### src/hdl/cmfr_pkg.sv
`timescale 1ns / 1ps
`default_nettype none
// ----------------------------------------------------------------------------
// cmfr_pkg: shared types and constants
// Word layouts, codes and control/status groups for the CAN frame reassembler.
// ----------------------------------------------------------------------------
package cmfr_pkg;

	localparam int MASK_W = 8;

	localparam logic [1:0] KIND_FRAME   = 2'd0;
	localparam logic [1:0] KIND_READ    = 2'd1;
	localparam logic [1:0] KIND_RELEASE = 2'd2;

	localparam logic [1:0] ROLE_SHORT = 2'd0;
	localparam logic [1:0] ROLE_START = 2'd1;
	localparam logic [1:0] ROLE_DATA  = 2'd2;
	localparam logic [1:0] ROLE_END   = 2'd3;

	localparam logic [1:0] RES_ACK   = 2'd0;
	localparam logic [1:0] RES_READY = 2'd1;
	localparam logic [1:0] RES_READ  = 2'd2;

	localparam logic [2:0] ACK_OK          = 3'd0;
	localparam logic [2:0] ACK_UNSUPPORTED = 3'd1;
	localparam logic [2:0] ACK_BUSY        = 3'd2;
	localparam logic [2:0] ACK_LONG_DATA   = 3'd3;
	localparam logic [2:0] ACK_LONG_END    = 3'd4;
	localparam logic [2:0] ACK_FRAME_CODE  = 3'd5;
	localparam logic [2:0] ACK_OVERFLOW    = 3'd6;

	typedef enum logic [1:0] {
		PH_IDLE,
		PH_WAIT_DATA,
		PH_WAIT_END,
		PH_BUSY
	} phase_t;

	typedef enum logic [1:0] {
		S_IDLE,
		S_EVAL,
		S_WRITE,
		S_READ
	} ctl_state_t;

	typedef struct packed {
		logic [1:0]  kind;
		logic [3:0]  channel;
		logic [7:0]  sender_addr;
		logic [7:0]  frame_code;
		logic        long_flag;
		logic [1:0]  frame_role;
		logic [3:0]  byte_count;
		logic [63:0] payload;
		logic [9:0]  read_index;
	} req_t;

	typedef struct packed {
		logic [1:0]  result_kind;
		logic [3:0]  out_channel;
		logic [7:0]  out_sender_addr;
		logic [7:0]  out_frame_code;
		logic [2:0]  ack_code;
		logic [10:0] message_length;
		logic [7:0]  read_byte;
	} rsp_t;

	typedef struct packed {
		logic capture;
		logic commit;
		logic wr_step;
		logic rd_commit;
	} ctl_cmd_t;

	typedef struct packed {
		logic is_read;
		logic res_valid;
		logic wr_pending;
		logic wr_last;
		logic out_free;
	} dp_sts_t;

	function automatic logic [7:0] pl_byte(input logic [63:0] p, input logic [2:0] i);
		logic [2:0] j;
		j = 3'd7 - i;
		return p[{j, 3'b000} +: 8];
	endfunction

endpackage
`default_nettype wire

### src/hdl/cmfr_ctrl.sv
`timescale 1ns / 1ps
`default_nettype none
// ----------------------------------------------------------------------------
// cmfr_ctrl: sequencing controller
// Captures a word, evaluates it, then steps buffer writes or a buffer read.
// ----------------------------------------------------------------------------
module cmfr_ctrl (
	input  wire logic               clk,
	input  wire logic               arst_n,
	input  wire logic               req_valid,
	output logic                    req_ready,
	input  wire cmfr_pkg::dp_sts_t  sts,
	output cmfr_pkg::ctl_cmd_t      cmd
);

	import cmfr_pkg::*;

	ctl_state_t state_q, state_d;

	always_ff @(posedge clk or negedge arst_n) begin
		if (!arst_n) begin
			state_q <= S_IDLE;
		end else begin
			state_q <= state_d;
		end
	end

	always_comb begin
		state_d   = state_q;
		cmd       = '0;
		req_ready = 1'b0;
		case (state_q)
			S_IDLE: begin
				req_ready   = 1'b1;
				cmd.capture = req_valid;
				if (req_valid) begin
					state_d = S_EVAL;
				end
			end
			S_EVAL: begin
				if (sts.is_read) begin
					state_d = S_READ;
				end else if (!sts.res_valid || sts.out_free) begin
					cmd.commit = 1'b1;
					state_d    = sts.wr_pending ? S_WRITE : S_IDLE;
				end
			end
			S_WRITE: begin
				cmd.wr_step = 1'b1;
				if (sts.wr_last) begin
					state_d = S_IDLE;
				end
			end
			S_READ: begin
				if (sts.out_free) begin
					cmd.rd_commit = 1'b1;
					state_d       = S_IDLE;
				end
			end
			default: begin
				state_d = S_IDLE;
			end
		endcase
	end

endmodule
`default_nettype wire

### config.mk
export PLATFORM = sky130hd
export DESIGN_NAME = cmfr_ctrl
export DESIGN_NICKNAME = d
export VERILOG_FILES = /design/src/hdl/cmfr_pkg.sv /design/src/hdl/cmfr_ctrl.sv
export SDC_FILE = /design/constraint.sdc
export NUM_CORES = 1
export LEC_CHECK = 0
export ABC_AREA = 1
export BUFFER_PORTS_ARGS = -buffer_cell sky130_fd_sc_hd__buf_4
export CAP_MARGIN = 30
export CORE_AREA = 3 3 40 42
export CTS_BUF_LIST = sky130_fd_sc_hd__clkbuf_8
export DETAILED_ROUTE_END_ITERATION = 12
export DIE_AREA = 0 0 43 45
export PLACE_DENSITY = 0.41
export SYNTH_ARGS = -nofsm -noshare
export SYNTH_HDL_FRONTEND = slang
export SYNTH_SLANG_ARGS = --single-unit
### constraint.sdc
create_clock -name clk -period 1.1 [get_ports clk]
set_input_delay 0.275 -clock clk [delete_from_list [all_inputs] [get_ports clk]]
set_output_delay 0.275 -clock clk [all_outputs]
set_load 0.02 [all_outputs]
==> qor.tcl <==
set qor(tritoncts) {built}
set qor(unrepaired_setup_endpoints_after_global_routing) {true}
set qor(dieArea_um2) 1940
set qor(power.static_leakage_uw) 0.000243
set qor(initial_utilization) 0.152
set qor(grt_pass1_vias) 227
set qor(insertion_delay_ns) 0.22
set qor(worst_hold_path_type) {in -> async}
set qor(cts_root_buffer) {clkbuf_8}
set qor(synth_fp_nets) 41
set qor(critical_path.startpoint_type) {flop}
set qor(clock-skew-final_ns) 0.00621
set qor(via_count) 275
set qor(placed_area_um2) 338
set qor(synth.cell_area_um2) 195
set qor(grt.total_usage) 0.0649
set qor(hpwlAfterDp_um) 442
set qor(largest_reg_flops) 2
set qor(outcome) {finished with violations}
set qor(post-route-drc-count) 0
set qor(cp_max_fo) 6
set qor(reg.largest.list) {state_q x2}
set qor(floorplan.core_area_um2) 1280
set qor(wire_length_of_the_first_global_routing_pass_um) 917
set qor(via_per_inst) 3.93
set qor(io_buffer_count) 12
set qor(drt.antenna.violating_nets) 0
set qor(clock_buffers_created_by_tritoncts) 3
set qor(finalCritPeriodShare) 1.24
set qor(clockBufferDepth) 2
set qor(area_growth_syn_to_layout_pct) 138
set qor(clock-sinks) 2
set qor(grt_max_degree) 8
set qor(final_period_minus_worst_setup_slack_ns) 1.36
set qor(drv_cap) 0
set qor(fp.dieH_um) 45
set qor(worst-setup-path-type) {reg -> out}
set qor(critical_path_arrival_ns) 1.08
set qor(layout.nets) 65
set qor(detail_route.first_pass.iterations) 1
set qor(cts.reportedPaths.clkPinSlew_ns) 0.03
set qor(finished_cell_area_um2) 465
set qor(insertedDiodeCount) 0
set qor(synth.distinct_cells) 12
set qor(antenna_violations_before_repair) 0
set qor(count_of_mapped_cells_out_of_synthesis) 33
set qor(layout-drive-gt1-share) 0.655
set qor(postSynthRegisterBits) 2
set qor(drtIter0Drc) 0
set qor(timing.slew.headroom) 0.878
set qor(power.ir.vdd_worst_v) 0.000819
set qor(postSynthAreaPerCell_um2) 5.91
set qor(setup_viol_count_final) 6
set qor(power.density_cell_area_nw_per_um2) 2690
set qor(clock_tree.htree_level_count) 1
set qor(design.portCount) 13
set qor(worst_pin_slew_ns) 0.183
set qor(worstPathRequired_ns) 0.82
set qor(synth_seq_area_share) 0.256
set qor(final_core_utilization) 0.362
set qor(std_cell_rows) 13
set qor(gp_congestion) 0.769
set qor(regMostFlops) {state_q}
set qor(slew_violations) 0
set qor(final_hold_viol_count) 0
set qor(chipWidth_um) 43
set qor(detail_route.wl_per_cell_um) 8.96
set qor(end_kind) {output pin}
set qor(max_clock_freq_ghz) 0.736
set qor(setup_ws_ns) -0.259
set qor(ys.warnings.count) 0
set qor(grt_overflow_total) 0
set qor(violations) {negative setup slack}
set qor(finalWirelength_um) 627
## where the power goes
group	leakage, uW	total, uW	switching (uW)	internal [uW]
clock	0.0000216	296	64.0	232
sequential	0.0000238	178	64.8	114
combinational	0.000197	778	382	396
## worst max-delay path: stages (launching register included)
cell,delay [ns]
dfrtp_2,0.46
buf_4,0.17
nor2_4,0.11
buf_6,0.12
## cells in the mapped netlist, drive strengths merged
cell type,n,area share
nand2,7,0.13
inv,8,0.15
nor2,6,0.13
dfrtp,2,0.26
buf,1,0.058
nand3,3,0.10
nand4,2,0.064
a21oi,1,0.026
nor3,3,0.077
## worst paths after layout
check                                             from                     end  slack (ns)  cells past startpoint
min in group clk                                sts[1]  state_q[1]$_DFFE_PN0P_        0.45                      6
max in group asynchronous                       arst_n  state_q[0]$_DFFE_PN0P_        0.62                      2
worst min register to register  state_q[1]$_DFFE_PN0P_  state_q[1]$_DFFE_PN0P_        0.71                      5
worst min-delay path                            arst_n  state_q[0]$_DFFE_PN0P_        0.38                      2
worst max-delay path            state_q[0]$_DFFE_PN0P_               req_ready       -0.26                      3
worst max register to register  state_q[0]$_DFFE_PN0P_  state_q[0]$_DFFE_PN0P_       -0.03                      5
## layer usage
metal	wire (um)	vias to the layer above	global-route usage
li1	-	145	-
met1	297	119	0.0843
met2	268	9	0.0868
met3	44	2	0.0199
met4	17	0	0.0542
met5	0	-	0
## area by class of cell
class | instances | area [um2]
clock buffer | 3 | 41.3
fill | 138 | 820
inverter | 8 | 30.0
multi-input combinational | 22 | 153
timing repair buffer | 20 | 171
tap | 15 | 18.8
sequential | 2 | 51.3
## metrics by stage
stage / hold slack (ns) / setup TNS, ns / setup slack, ns / power [uW] / instances
final: 0.383 / -0.976 / -0.259 / 1250 / 70
after global routing: 0.383 / -1.25 / -0.295 / 1330 / 70
after CTS: 0.386 / -0.957 / -0.254 / 1020 / 67
after detailed placement: 0.0613 / -0.146 / -0.0844 / 702 / 63
after global placement: 0.0614 / -0.162 / -0.0702 / 706 / 63
after floorplan: -0.0206 / -0.328 / -0.119 / 503 / 33
## kinds of logic after synthesis
group,count (synthesis),synth area share
AND/OR/NAND/NOR,21,0.506
buffers and inverters,9,0.212
AO/OA/AOI/OAI,1,0.0256
flip-flops,2,0.256
## cells in the final DEF, fill, tap and decap left out
cell type,netlist,final
clkbuf_8,0,3
nor2_4,0,2
buf_6,1,5
nand2_1,7,5
a21oi_1,1,1
nor3_2,0,2
dfrtp_1,2,1
buf_4,0,14
dfrtp_2,0,1
nand4_1,2,2
inv_1,6,5
nand3_2,1,3
dlygate4sd3_1,0,1
nor3_4,0,1
nor2_1,5,4
nand2_2,0,2
inv_2,2,3
## repair_timing
| item | in CTS | in global routing |
|---|---|---|
| hold endpoints to repair | 2 | 0 |
| setup endpoints to repair | 7 | 7 |
| pin swaps | 2 | 7 |
| buffers inserted | 0 | 3 |
| hold buffers | 1 | 0 |
| gates cloned | 0 | 0 |
| resized for setup | 2 | 13 |
No activity file was read; power rests on OpenSTA's default activity.
